**config.mk**
```make
export PLATFORM = sky130hd
export DESIGN_NAME = streaming_substring_replace_unit
export DESIGN_NICKNAME = d
export VERILOG_FILES = /design/src/rtl/core/ssr_pkg.sv /design/src/rtl/core/ssr_cfg_regs.sv /design/src/rtl/core/ssr_match.sv /design/src/rtl/core/ssr_emit.sv /design/src/rtl/core/streaming_substring_replace_unit.sv
export SDC_FILE = /design/constraint.sdc
export NUM_CORES = 1
export LEC_CHECK = 0
export BUFFER_PORTS_ARGS = -buffer_cell sky130_fd_sc_hd__buf_2
export CAP_MARGIN = 20
export CORE_UTILIZATION = 50
export DETAILED_ROUTE_END_ITERATION = 8
export GPL_ROUTABILITY_DRIVEN = 0
export PLACE_DENSITY = 0.68
export SYNTH_ARGS = -nofsm -noshare
export SYNTH_HDL_FRONTEND = slang
export SYNTH_SLANG_ARGS = --single-unit
```
**constraint.sdc**
```tcl
create_clock -name clk -period 26.3 [get_ports clk]
set_input_delay 1.315 -clock clk [delete_from_list [all_inputs] [get_ports clk]]
set_output_delay 1.315 -clock clk [all_outputs]
set_load 0.01 [all_outputs]
```
**src/rtl/core/ssr_pkg.sv**
```systemverilog
`default_nettype none
package ssr_pkg;

  localparam int MAX_PATTERN     = 8;
  localparam int MAX_REPLACEMENT = 8;
  localparam int WIN_BYTES       = 8;   // fixed by the 64-bit pattern word
  localparam int WIN_IDX_W       = $clog2(WIN_BYTES);
  localparam int CFG_DW          = 64;
  localparam int LEN_W           = 4;

  localparam int PLEN_CAP_I = (MAX_PATTERN < WIN_BYTES) ? MAX_PATTERN : WIN_BYTES;
  localparam int RLEN_CAP_I = (MAX_REPLACEMENT < WIN_BYTES) ? MAX_REPLACEMENT : WIN_BYTES;

  typedef logic [LEN_W-1:0] len_t;

  localparam len_t PLEN_CAP = len_t'(PLEN_CAP_I);
  localparam len_t RLEN_CAP = len_t'(RLEN_CAP_I);

  typedef enum logic [1:0] {
    REG_PAT_BYTES  = 2'd0,
    REG_PAT_LEN    = 2'd1,
    REG_REPL_BYTES = 2'd2,
    REG_REPL_LEN   = 2'd3
  } cfg_idx_t;

  // Clamped configuration as seen by the match logic.
  typedef struct packed {
    logic [CFG_DW-1:0] pat;
    len_t              plen;
    logic [CFG_DW-1:0] repl;
    len_t              rlen;
    logic              clr;    // pattern rewritten: drop the window
  } ssr_cfg_t;

  // Results of one input word, drained one per cycle while the output is not stalled.
  typedef struct packed {
    logic [WIN_BYTES*8-1:0] bytes;
    len_t                   cnt;
    logic                   bvld;  // zero only for a bare end marker
    logic                   eos;
  } ssr_bundle_t;

endpackage
`default_nettype wire

```
**src/rtl/core/ssr_cfg_regs.sv**
```systemverilog
`default_nettype none
module ssr_cfg_regs (
  input  wire logic                       clk,
  input  wire logic                       rst_n,
  input  wire logic                       cfg_we,
  input  wire logic [1:0]                 cfg_index,
  input  wire logic [ssr_pkg::CFG_DW-1:0] cfg_data,
  output ssr_pkg::ssr_cfg_t               cfg
);

  logic [ssr_pkg::CFG_DW-1:0] pat_r;
  logic [ssr_pkg::CFG_DW-1:0] repl_r;
  ssr_pkg::len_t              plen_r;
  ssr_pkg::len_t              rlen_r;
  logic                       pat_wr;

  always_ff @(posedge clk) begin
    if (!rst_n) begin
      pat_r  <= '0;
      repl_r <= '0;
      plen_r <= '0;
      rlen_r <= '0;
    end else begin
      if (cfg_we) begin
        case (ssr_pkg::cfg_idx_t'(cfg_index))
          ssr_pkg::REG_PAT_BYTES:  pat_r  <= cfg_data;
          ssr_pkg::REG_PAT_LEN:    plen_r <= cfg_data[ssr_pkg::LEN_W-1:0];
          ssr_pkg::REG_REPL_BYTES: repl_r <= cfg_data;
          ssr_pkg::REG_REPL_LEN:   rlen_r <= cfg_data[ssr_pkg::LEN_W-1:0];
          default: ;
        endcase
      end
    end
  end

  // Pattern write empties the window at the same edge as the write.
  assign pat_wr = cfg_we &&
                  ((ssr_pkg::cfg_idx_t'(cfg_index) == ssr_pkg::REG_PAT_BYTES) ||
                   (ssr_pkg::cfg_idx_t'(cfg_index) == ssr_pkg::REG_PAT_LEN));

  // Lengths above the supported size act as the maximum.
  always_comb begin
    cfg.pat  = pat_r;
    cfg.repl = repl_r;
    cfg.plen = (plen_r > ssr_pkg::PLEN_CAP) ? ssr_pkg::PLEN_CAP : plen_r;
    cfg.rlen = (rlen_r > ssr_pkg::RLEN_CAP) ? ssr_pkg::RLEN_CAP : rlen_r;
    cfg.clr  = pat_wr;
  end

endmodule
`default_nettype wire

```
**src/rtl/core/ssr_match.sv**
```systemverilog
`default_nettype none
module ssr_match (
  input  wire logic        clk,
  input  wire logic        rst_n,
  input  wire logic        acc,
  input  wire logic [7:0]  data_byte,
  input  wire logic        last_byte,
  input  wire ssr_pkg::ssr_cfg_t cfg,
  output ssr_pkg::ssr_bundle_t bnd
);

  localparam int NB = ssr_pkg::WIN_BYTES;
  localparam int IW = ssr_pkg::WIN_IDX_W;

  logic [7:0]    win_r [NB];
  logic [7:0]    win_nxt [NB];
  ssr_pkg::len_t fill_r;
  ssr_pkg::len_t fill_nxt;

  logic [7:0]          w  [NB];
  logic [7:0]          ws [NB];
  logic [NB*8-1:0]     w_flat;
  ssr_pkg::len_t       f0;
  ssr_pkg::len_t       f1;
  logic                full;
  logic                hit;
  logic                pass;

  assign pass = (cfg.plen == '0);
  assign f0   = (fill_r >= cfg.plen) ? '0 : fill_r;
  assign f1   = f0 + ssr_pkg::len_t'(1);
  assign full = (f1 == cfg.plen);

  // Window with the new byte written at the fill point, and its shifted form.
  always_comb begin
    for (int i = 0; i < NB; i++) w[i] = win_r[i];
    w[f0[IW-1:0]] = data_byte;
    for (int i = 0; i < NB - 1; i++) ws[i] = w[i+1];
    ws[NB-1] = 8'h00;
    for (int i = 0; i < NB; i++) w_flat[i*8 +: 8] = w[i];
  end

  always_comb begin
    hit = full;
    for (int i = 0; i < NB; i++) begin
      if ((ssr_pkg::len_t'(i) < cfg.plen) && (w[i] != cfg.pat[i*8 +: 8])) hit = 1'b0;
    end
  end

  // Results: the input byte when the pattern is empty, else the replacement or the window in order, with a count.
  always_comb begin
    bnd.bytes = w_flat;
    bnd.bvld  = 1'b1;
    bnd.eos   = last_byte;
    bnd.cnt   = '0;
    if (pass) begin
      bnd.bytes = {{(NB*8-8){1'b0}}, data_byte};
      bnd.cnt   = ssr_pkg::len_t'(1);
    end else if (hit) begin
      bnd.bytes = cfg.repl;
      bnd.cnt   = cfg.rlen;
      if (last_byte && (cfg.rlen == '0)) begin
        bnd.cnt  = ssr_pkg::len_t'(1);
        bnd.bvld = 1'b0;
      end
    end else if (full) begin
      bnd.cnt = last_byte ? cfg.plen : ssr_pkg::len_t'(1);
    end else begin
      bnd.cnt = last_byte ? f1 : '0;
    end
  end

  always_comb begin
    for (int i = 0; i < NB; i++) win_nxt[i] = win_r[i];
    fill_nxt = fill_r;
    if (cfg.clr) begin
      fill_nxt = '0;
    end else if (acc) begin
      if (pass || hit || last_byte) begin
        fill_nxt = '0;
      end else if (full) begin
        for (int i = 0; i < NB; i++) win_nxt[i] = ws[i];
        fill_nxt = cfg.plen - ssr_pkg::len_t'(1);
      end else begin
        for (int i = 0; i < NB; i++) win_nxt[i] = w[i];
        fill_nxt = f1;
      end
    end
  end

  always_ff @(posedge clk) begin
    if (!rst_n) begin
      fill_r <= '0;
    end else begin
      fill_r <= fill_nxt;
    end
  end

  // Bytes beyond the fill point are never read.
  always_ff @(posedge clk) begin
    for (int i = 0; i < NB; i++) win_r[i] <= win_nxt[i];
  end

endmodule
`default_nettype wire

```
**src/rtl/core/ssr_emit.sv**
```systemverilog
`default_nettype none
module ssr_emit (
  input  wire logic                 clk,
  input  wire logic                 rst_n,
  input  wire logic                 load,
  input  wire ssr_pkg::ssr_bundle_t bnd,
  output logic                      busy,
  output logic                      done,     // final word of the burst leaves now
  input  wire logic                 out_stall,
  output logic [7:0]                out_byte,
  output logic                      out_out_valid,
  output logic                      out_end_of_string
);

  localparam int IW = ssr_pkg::WIN_IDX_W;

  ssr_pkg::ssr_bundle_t bnd_r;
  logic                 busy_r;
  logic [IW-1:0]        idx_r;
  logic [IW-1:0]        idx_last;
  logic                 at_last;

  assign idx_last = IW'(bnd_r.cnt - ssr_pkg::len_t'(1));
  assign at_last  = (idx_r == idx_last);
  assign busy     = busy_r;
  assign done     = busy_r && !out_stall && at_last;

  always_ff @(posedge clk) begin
    if (!rst_n) begin
      busy_r <= 1'b0;
      idx_r  <= '0;
    end else begin
      if (load) begin
        busy_r <= 1'b1;
        idx_r  <= '0;
      end else if (done) begin
        busy_r <= 1'b0;
      end else if (busy_r && !out_stall) begin
        idx_r <= idx_r + IW'(1);
      end
    end
  end

  always_ff @(posedge clk) begin
    if (load) bnd_r <= bnd;
  end

  assign out_byte          = bnd_r.bvld ? bnd_r.bytes[{idx_r, 3'b000} +: 8] : 8'h00;
  assign out_out_valid     = bnd_r.bvld;
  assign out_end_of_string = bnd_r.eos && at_last;

endmodule
`default_nettype wire

```
**src/rtl/core/streaming_substring_replace_unit.sv**
```systemverilog
// First result word is valid in the cycle after the input word is taken.
// One input word per cycle while each yields at most one result and the output is
//   not stalled; a word yielding more results blocks the input until its last one leaves.
// Output burst register drains while the next input word is matched.
// Reset (rst_n low, synchronous): config registers zero, window empty, no output.
`default_nettype none
module streaming_substring_replace_unit (
  input  wire logic                       clk,
  input  wire logic                       rst_n,
  // configuration write port
  input  wire logic                       cfg_we,
  input  wire logic [1:0]                 cfg_index,
  input  wire logic [ssr_pkg::CFG_DW-1:0] cfg_data,
  // input byte stream
  input  wire logic                       in_valid,
  output logic                            in_stall,
  input  wire logic [7:0]                 in_data_byte,
  input  wire logic                       in_last_byte,
  // result stream
  output logic                            out_valid,
  input  wire logic                       out_stall,
  output logic [7:0]                      out_byte,
  output logic                            out_out_valid,
  output logic                            out_end_of_string
);

  ssr_pkg::ssr_cfg_t    cfg;
  ssr_pkg::ssr_bundle_t bnd;
  logic                 acc;
  logic                 load;
  logic                 busy;
  logic                 done;

  // Input is blocked only while a burst still has words beyond the one
  // leaving this cycle.
  assign in_stall  = busy && !done;
  assign acc       = in_valid && !in_stall;
  // A word that only fills the window produces no burst.
  assign load      = acc && (bnd.cnt != '0);
  assign out_valid = busy;

  ssr_cfg_regs u_cfg (
    .clk       (clk),
    .rst_n     (rst_n),
    .cfg_we    (cfg_we),
    .cfg_index (cfg_index),
    .cfg_data  (cfg_data),
    .cfg       (cfg)
  );

  // Window update and compare against the pattern, one word per cycle while the input is not stalled.
  ssr_match u_match (
    .clk       (clk),
    .rst_n     (rst_n),
    .acc       (acc),
    .data_byte (in_data_byte),
    .last_byte (in_last_byte),
    .cfg       (cfg),
    .bnd       (bnd)
  );

  // Burst register: input, replacement, evicted byte or flush; one word a cycle unless stalled.
  ssr_emit u_emit (
    .clk               (clk),
    .rst_n             (rst_n),
    .load              (load),
    .bnd               (bnd),
    .busy              (busy),
    .done              (done),
    .out_stall         (out_stall),
    .out_byte          (out_byte),
    .out_out_valid     (out_out_valid),
    .out_end_of_string (out_end_of_string)
  );

endmodule
`default_nettype wire

```
==> impl_metrics.json, run 1 <==
{
  "fin_skew_ns": 0.0199,
  "combPwrFrac_pct": 9.6,
  "met3_usage_pct": 6.67,
  "clk-insertion-delay-late_ns": 0.56,
  "syn_inst": 1616,
  "cts.sink_count": 277,
  "synth_fp_nets": 1707,
  "cts_buffer_depth": 3,
  "clock.fmax_mhz": 163,
  "grt_busiest_layer": "met2",
  "powerDensity_nw_per_um2": 62.3,
  "yosysTopAreaCell": "edfxtp_1",
  "met2_usage_pct": 44.6,
  "cts_setup_buffers": 0,
  "tritoncts": "built",
  "status": "completed",
  "num_io_pins": 92,
  "finalMaxSlewViolations": 0,
  "worst_setup_path_end_kind": "register",
  "yosysSeqAreaShare_pct": 46.2,
  "min_path_type": "register to register",
  "grt_max_degree": 81,
  "crit_start": "u_cfg.plen_r[3]$_SDFFE_PN0P_",
  "fp.dieW_um": 174,
  "critPathLaunchType": "register",
  "p_int_mw": 0.771,
  "fin_nets": 1735,
  "hold_slack_ns": 0.470,
  "crit_arrival_ns": 6.37,
  "crit_end": "u_emit.bnd_r[11]$_DFFE_PP_",
  "power_frac_clock_pct": 42.8,
  "fillers": 2565,
  "dpl.hpwl_um": 31200,
  "cts_inserted_buffers": 31,
  "dr.first_iter.drc_count": 1583,
  "dieArea_um2": 30400,
  "insertedDiodeCount": 0,
  "grt.overflow.total": 0,
  "grt_pass1_wl_um": 70500,
  "reg2reg_from": "u_cfg.plen_r[3]$_SDFFE_PN0P_",
  "pwr-share-seq_pct": 47.5,
  "layout_worst_path_cycle_share_pct": 23.3,
  "die-height_um": 174,
  "route.vias.total": 12693,
  "final_hold_viol_count": 0,
  "ys.flop_type": "dfxtp_1",
  "cts_resized": 0,
  "grt_use_met1_pct": 43.1,
  "fin_crit_ns": 6.14,
  "critical_path_class": "register to register",
  "drc": 0,
  "avgViaCountPerCell": 6.19,
  "worstMarginPinSlew_ns": 1.16,
  "drive_gt1_share_pct": 13.1,
  "crit_path_max_fanout": 79,
  "rr_endpoint": "u_emit.bnd_r[11]$_DFFE_PP_",
  "syn_area_um2": 14900,
  "synth_cell_types": 72,
  "cts_root_buf": "clkbuf_16",
  "crit_required_ns": 26.53,
  "grt_pass1_vias": 11866,
  "port_buffers": 91,
  "globalRouteTotalUtil_pct": 30.0,
  "power.net_switching_mw": 0.259,
  "p_leak_nw": 6.29,
  "synth-seq-cells": 277,
  "synth_area_per_cell_um2": 9.20,
  "multiInputGateArea_um2": 7420,
  "rr_worst_depth": 18,
  "yosys.area.top_type_share_pct": 26.9,
  "setup_viol": 0,
  "maxSlewHeadroom_pct": 22.9,
  "yosysWarningCount": 0,
  "fp.coreArea_um2": 29000,
  "vdd.ir_drop.worst_v": 0.0000442,
  "setup_tns_ns": 0,
  "synth_edf_count": 133,
  "async_reset_ff_share_pct": 0,
  "wl_per_cell_um": 22.5,
  "rsz0062_at_grt": "false",
  "clkTransAtPathRegs_ns": 0.06,
  "ff2ff_setup_slack_ns": 20.16,
  "rows": 62,
  "cts_hold_buf": 0,
  "switching_share_pct": 25.2,
  "wl_um": 46100,
  "regArea_um2": 6880,
  "h-tree-depth": 1,
  "initial_core_util_pct": 51.3,
  "synth_area_leaders": "edfxtp_1 (27%), dfxtp_1 (19%), nand2_1 (8.3%)",
  "max-cap-violations": 0,
  "area_growth_syn_to_layout_pct": 11.3,
  "antenna_found_initial": 2,
  "dr.pass1.iters": 7,
  "drtAntennaViolNets": 0
}
==> state kept, by name, summed over array words and instances (netlist names) <==
name	flops
u_emit.bnd_r	68
u_cfg.pat_r	64
u_cfg.repl_r	64
u_match.win_r	64
u_cfg.plen_r	4
u_cfg.rlen_r	4
u_match.fill_r	4
u_emit.idx_r	3
u_emit.busy	1
u_emit.out_out_valid	1
==> critical path, cell delays in order (launching register included) <==
cell and delay, ns:
dfxtp_1 0.37, inv_1 0.15, nand2_1 0.22, inv_1 0.13, ha_1 0.33, nor3b_2 0.07
o211ai_2 0.66, inv_2 0.32, ha_1 0.33, xnor2_1 0.19, or4_1 0.54, a21oi_2 0.13
buf_4 0.33, o21ai_0 0.25, a2111oi_4 0.39, nand2_4 0.45, buf_4 0.55, o21ai_0 0.20
o221ai_1 0.18
==> placed cells by master (no fill, tap or decap), types with 36 or more instances in the layout <==
cell and n:
mux2i_1 42, edfxtp_1 133, a21boi_0 132, inv_1 41
o22ai_1 63, nand2_1 327, dfxtp_1 144, nor2_1 177
buf_2 90, nand3_1 38, xnor2_1 36
==> final cells by class <==
type	instances	area share (%)
Inverter	44	0.998
Tap cell	384	2.90
Multi-Input combinational cell	1187	44.8
Clock inverter	10	0.340
Timing Repair Buffer	103	3.31
Sequential cell	277	41.6
Clock buffer	47	6.05
==> Yosys cell counts, drive strengths merged, types with 8 or more instances <==
cell,number
mux2i,42
o211a,29
nand2,329
xor2,30
a21oi,28
nor2b,21
inv,42
nor3,13
a21boi,132
a222oi,11
o22ai,63
nor4,8
buf,20
nand2b,12
nand4,9
ha,11
clkbuf,88
a31oi,11
nand3,39
o21ai,36
dfxtp,144
mux4,16
o211ai,24
and3,12
edfxtp,133
nor2,181
xnor2,36
a211oi,25
==> through the flow <==
| stage | total power [mW] | worst slack, ns | area [µm²] | std cells | util [%] |
|---|---|---|---|---|---|
| 2_1_floorplan | 0.556 | 17.40 | 14900 | 1616 | - |
| 3_3_place_gp | 0.593 | 20.17 | 15500 | 1995 | 53.4 |
| 3_5_place_dp | 0.595 | 20.11 | 15500 | 1995 | 53.4 |
| 4_1_cts | 1.03 | 20.27 | 16500 | 2052 | 57.0 |
| 5_1_grt | 1.06 | 19.74 | 16500 | 2052 | 57.0 |
| 6_report | 1.03 | 20.16 | 16500 | 2052 | 57.0 |
==> worst min path at each step <==
stage	start	endpoint	slack (ns)	depth (start not counted)
detailed placement	u_cfg.pat_r[22]$_SDFFE_PN0P_	u_cfg.pat_r[22]$_SDFFE_PN0P_	0.46	2
global placement	u_cfg.repl_r[2]$_SDFFE_PN0P_	u_cfg.repl_r[2]$_SDFFE_PN0P_	0.45	2
global route	u_cfg.pat_r[30]$_SDFFE_PN0P_	u_cfg.pat_r[30]$_SDFFE_PN0P_	0.49	2
finish	u_cfg.pat_r[22]$_SDFFE_PN0P_	u_cfg.pat_r[22]$_SDFFE_PN0P_	0.47	2
CTS	u_cfg.pat_r[22]$_SDFFE_PN0P_	u_cfg.pat_r[22]$_SDFFE_PN0P_	0.47	2
floorplan	u_cfg.repl_r[16]$_SDFFE_PN0P_	u_cfg.repl_r[16]$_SDFFE_PN0P_	0.44	2
==> cells by family (layout without fill, tap and decap cells) <==
logic type / after synthesis / in the layout / synth area share (%)
and+or+nand+nor: 643 / 643 / 18.4
muxes: 65 / 65 / 5.80
AOI/OAI and AO/OA: 401 / 401 / 20.5
xor gates and xnor gates: 67 / 67 / 4.04
buffers and inverters: 152 / 204 / 4.11
DFF: 277 / 277 / 46.2
adders and majority gates: 11 / 11 / 0.925
==> metal layers <==
layer / part of all wire [%] / up-vias
met2: 43 / 715
met3: 12 / 106
li1: - / 5827
met1: 43 / 6041
met4: 2.8 / 4
met5: 0.056 / -
==> power groups by stage <==
stage	logic (mW)	registers, mW	clock network [mW]
after floorplan	0.0656	0.491	0
after global placement	0.0962	0.497	0
after detailed placement	0.0979	0.497	0
after CTS	0.0982	0.488	0.446
after global routing	0.108	0.490	0.461
final	0.0994	0.490	0.442
Power figures use the tool's default switching activity.
==> run 2: changes to the inputs <==
- PLACE_DENSITY: 0.68 -> 0.7
- clock period: 26.3 -> 5.6 ns (I/O delays scaled with it)
==> impl_metrics.json, run 2 (synthesis gave the netlist of run 1 again) <==
{
  "cts_inserted_buffers": 30,
  "layout_worst_path_cycle_share_pct": 94.7,
  "dpl.hpwl_um": 32000,
  "critical_path_class": "register to register",
  "grt_max_degree": 84,
  "worst_setup_path_end_kind": "register",
  "crit_required_ns": 5.82,
  "rows": 62,
  "avgViaCountPerCell": 6.18,
  "powerDensity_nw_per_um2": 280,
  "fin_ws_ns": 0.298,
  "globalRouteTotalUtil_pct": 30.6,
  "min_path_type": "input port to register",
  "antenna_found_initial": 0,
  "critPathLaunchType": "register",
  "route.vias.total": 13119,
  "clkTransAtPathRegs_ns": 0.06,
  "drive_gt1_share_pct": 13.2,
  "fin_cells": 2122,
  "cts_buffer_depth": 3,
  "die-height_um": 174,
  "crit_path_max_fanout": 30,
  "fin_util_pct": 59.3,
  "worstHoldStart": "cfg_data[57]",
  "crit_start": "u_cfg.plen_r[3]$_SDFFE_PN0P_",
  "tritoncts": "built",
  "port_buffers": 91,
  "insertedDiodeCount": 0,
  "largest_register_ff_count": 68,
  "final_hold_viol_count": 0,
  "rsz0062_at_grt": "false",
  "h-tree-depth": 1,
  "clock.fmax_mhz": 189,
  "cts_setup_buffers": 0,
  "p_leak_nw": 6.57,
  "cts.sink_count": 277,
  "cts_resized": 0,
  "status": "completed",
  "grt_pass1_wl_um": 72400,
  "maxSlewHeadroom_pct": 33.8,
  "vdd.ir_drop.worst_v": 0.000205,
  "drtAntennaViolNets": 0,
  "dr.pass1.iters": 9,
  "num_io_pins": 92,
  "dieArea_um2": 30400,
  "fin_crit_ns": 5.30,
  "wl_um": 46400,
  "layout_commonest_cell": "nand2_1",
  "initial_core_util_pct": 51.3,
  "crit_arrival_ns": 5.52,
  "grt.overflow.total": 0,
  "setup_viol": 0,
  "worstMarginPinSlew_ns": 0.991,
  "fillers": 2496,
  "fp.coreArea_um2": 29000,
  "cts_root_buf": "clkbuf_16",
  "fp.dieW_um": 174,
  "grt_pass1_vias": 12392,
  "fin_nets": 1805,
  "area_growth_syn_to_layout_pct": 15.6,
  "max-cap-violations": 0,
  "reg2reg_from": "u_cfg.plen_r[3]$_SDFFE_PN0P_",
  "clk-insertion-delay-late_ns": 0.57,
  "layout_common_cells": "nand2_1 (327), nor2_1 (177), dfxtp_1 (144)",
  "placed_cells": 2009,
  "drc": 0,
  "dr.first_iter.drc_count": 1815,
  "fin_skew_ns": 0.0139,
  "wl_per_cell_um": 21.9,
  "setup_tns_ns": 0,
  "top_register": "u_emit.bnd_r",
  "dp_slack_ns": 0.462,
  "finalMaxSlewViolations": 0
}
==> run 2: changes by cell type in the layout (fill, tap and decap cells not counted) <==
| cell | previous run | this run |
|---|---|---|
| buf_12 | 0 | 2 |
| buf_4 | 13 | 25 |
| bufinv_16 | 0 | 2 |
| clkbuf_1 | 4 | 6 |
| clkbuf_16 | 35 | 32 |
| clkbuf_8 | 8 | 4 |
| clkinv_2 | 7 | 11 |
| dlygate4sd3_1 | 0 | 57 |
| inv_4 | 2 | 1 |
| inv_6 | 1 | 0 |
==> run 2: per-stage QoR <==
stage	hold slack, ns	area (µm²)	total power [mW]
floorplan	0.379	14900	2.61
global placement	0.452	15600	2.79
detailed placement	0.461	15600	2.80
CTS	0.00126	17200	4.82
global route	0.0154	17200	4.96
finish	0.00836	17200	4.81
==> run 2: power breakdown <==
part / internal, mW / switching [mW] / total, mW
registers: 2.22 / 0.0714 / 2.29
clock network: 1.18 / 0.828 / 2.01
logic: 0.200 / 0.309 / 0.509
==> run 2: path summary, 6_finish.rpt <==
path / end / slack (ns) / depth (start not counted)
setup / recovery: u_emit.bnd_r[26]$_SDFFCE_PP0P_ / 0.30 / 15
hold / removal: u_cfg.repl_r[57]$_SDFFE_PN0P_ / 0.008 / 3
setup reg to reg: u_emit.bnd_r[26]$_SDFFCE_PP0P_ / 0.30 / 15
hold reg to reg: u_cfg.repl_r[4]$_SDFFE_PN0P_ / 0.47 / 2
==> run 2: cell type report <==
cell class                      instances  area, µm²  share of cell area [%]
Timing Repair Buffer                  174       1250                    7.26
Sequential cell                       277       6880                    40.0
Multi-Input combinational cell       1187       7420                    43.2
Clock buffer                           42        878                    5.11
Clock inverter                         14        121                   0.706
Inverter                               44        165                   0.961
Tap cell                              384        480                    2.79
==> run 2: worst max-delay path, cell delays in order (launching register included) <==
cell and delay, ns:
dfxtp_1 0.33, inv_1 0.21, nand2_1 0.21, inv_1 0.18, ha_1 0.28, or3b_4 0.42, a21oi_4 0.24, nand3_4 0.25
mux2_4 0.38, a222oi_1 0.40, nand4_2 0.33, o31ai_4 0.49, nand3_1 0.23, or3_1 0.49, o21ai_4 0.11, buf_4 0.38
==> run 2: timing repair <==
| item | CTS | global route |
|---|---|---|
| endpoints found under the setup margin | 0 | 0 |
| hold buffers | 57 | 0 |
| endpoints found under the hold margin | 110 | 0 |
==> run 2: metal layers <==
layer | track usage, % | vias to the layer above | share of wire [%]
met1 | 44.8 | 6261 | 42
met5 | 0 | - | 0
met4 | 9.87 | 0 | 3.1
met2 | 45.9 | 769 | 44
li1 | - | 5970 | -
met3 | 5.25 | 119 | 11
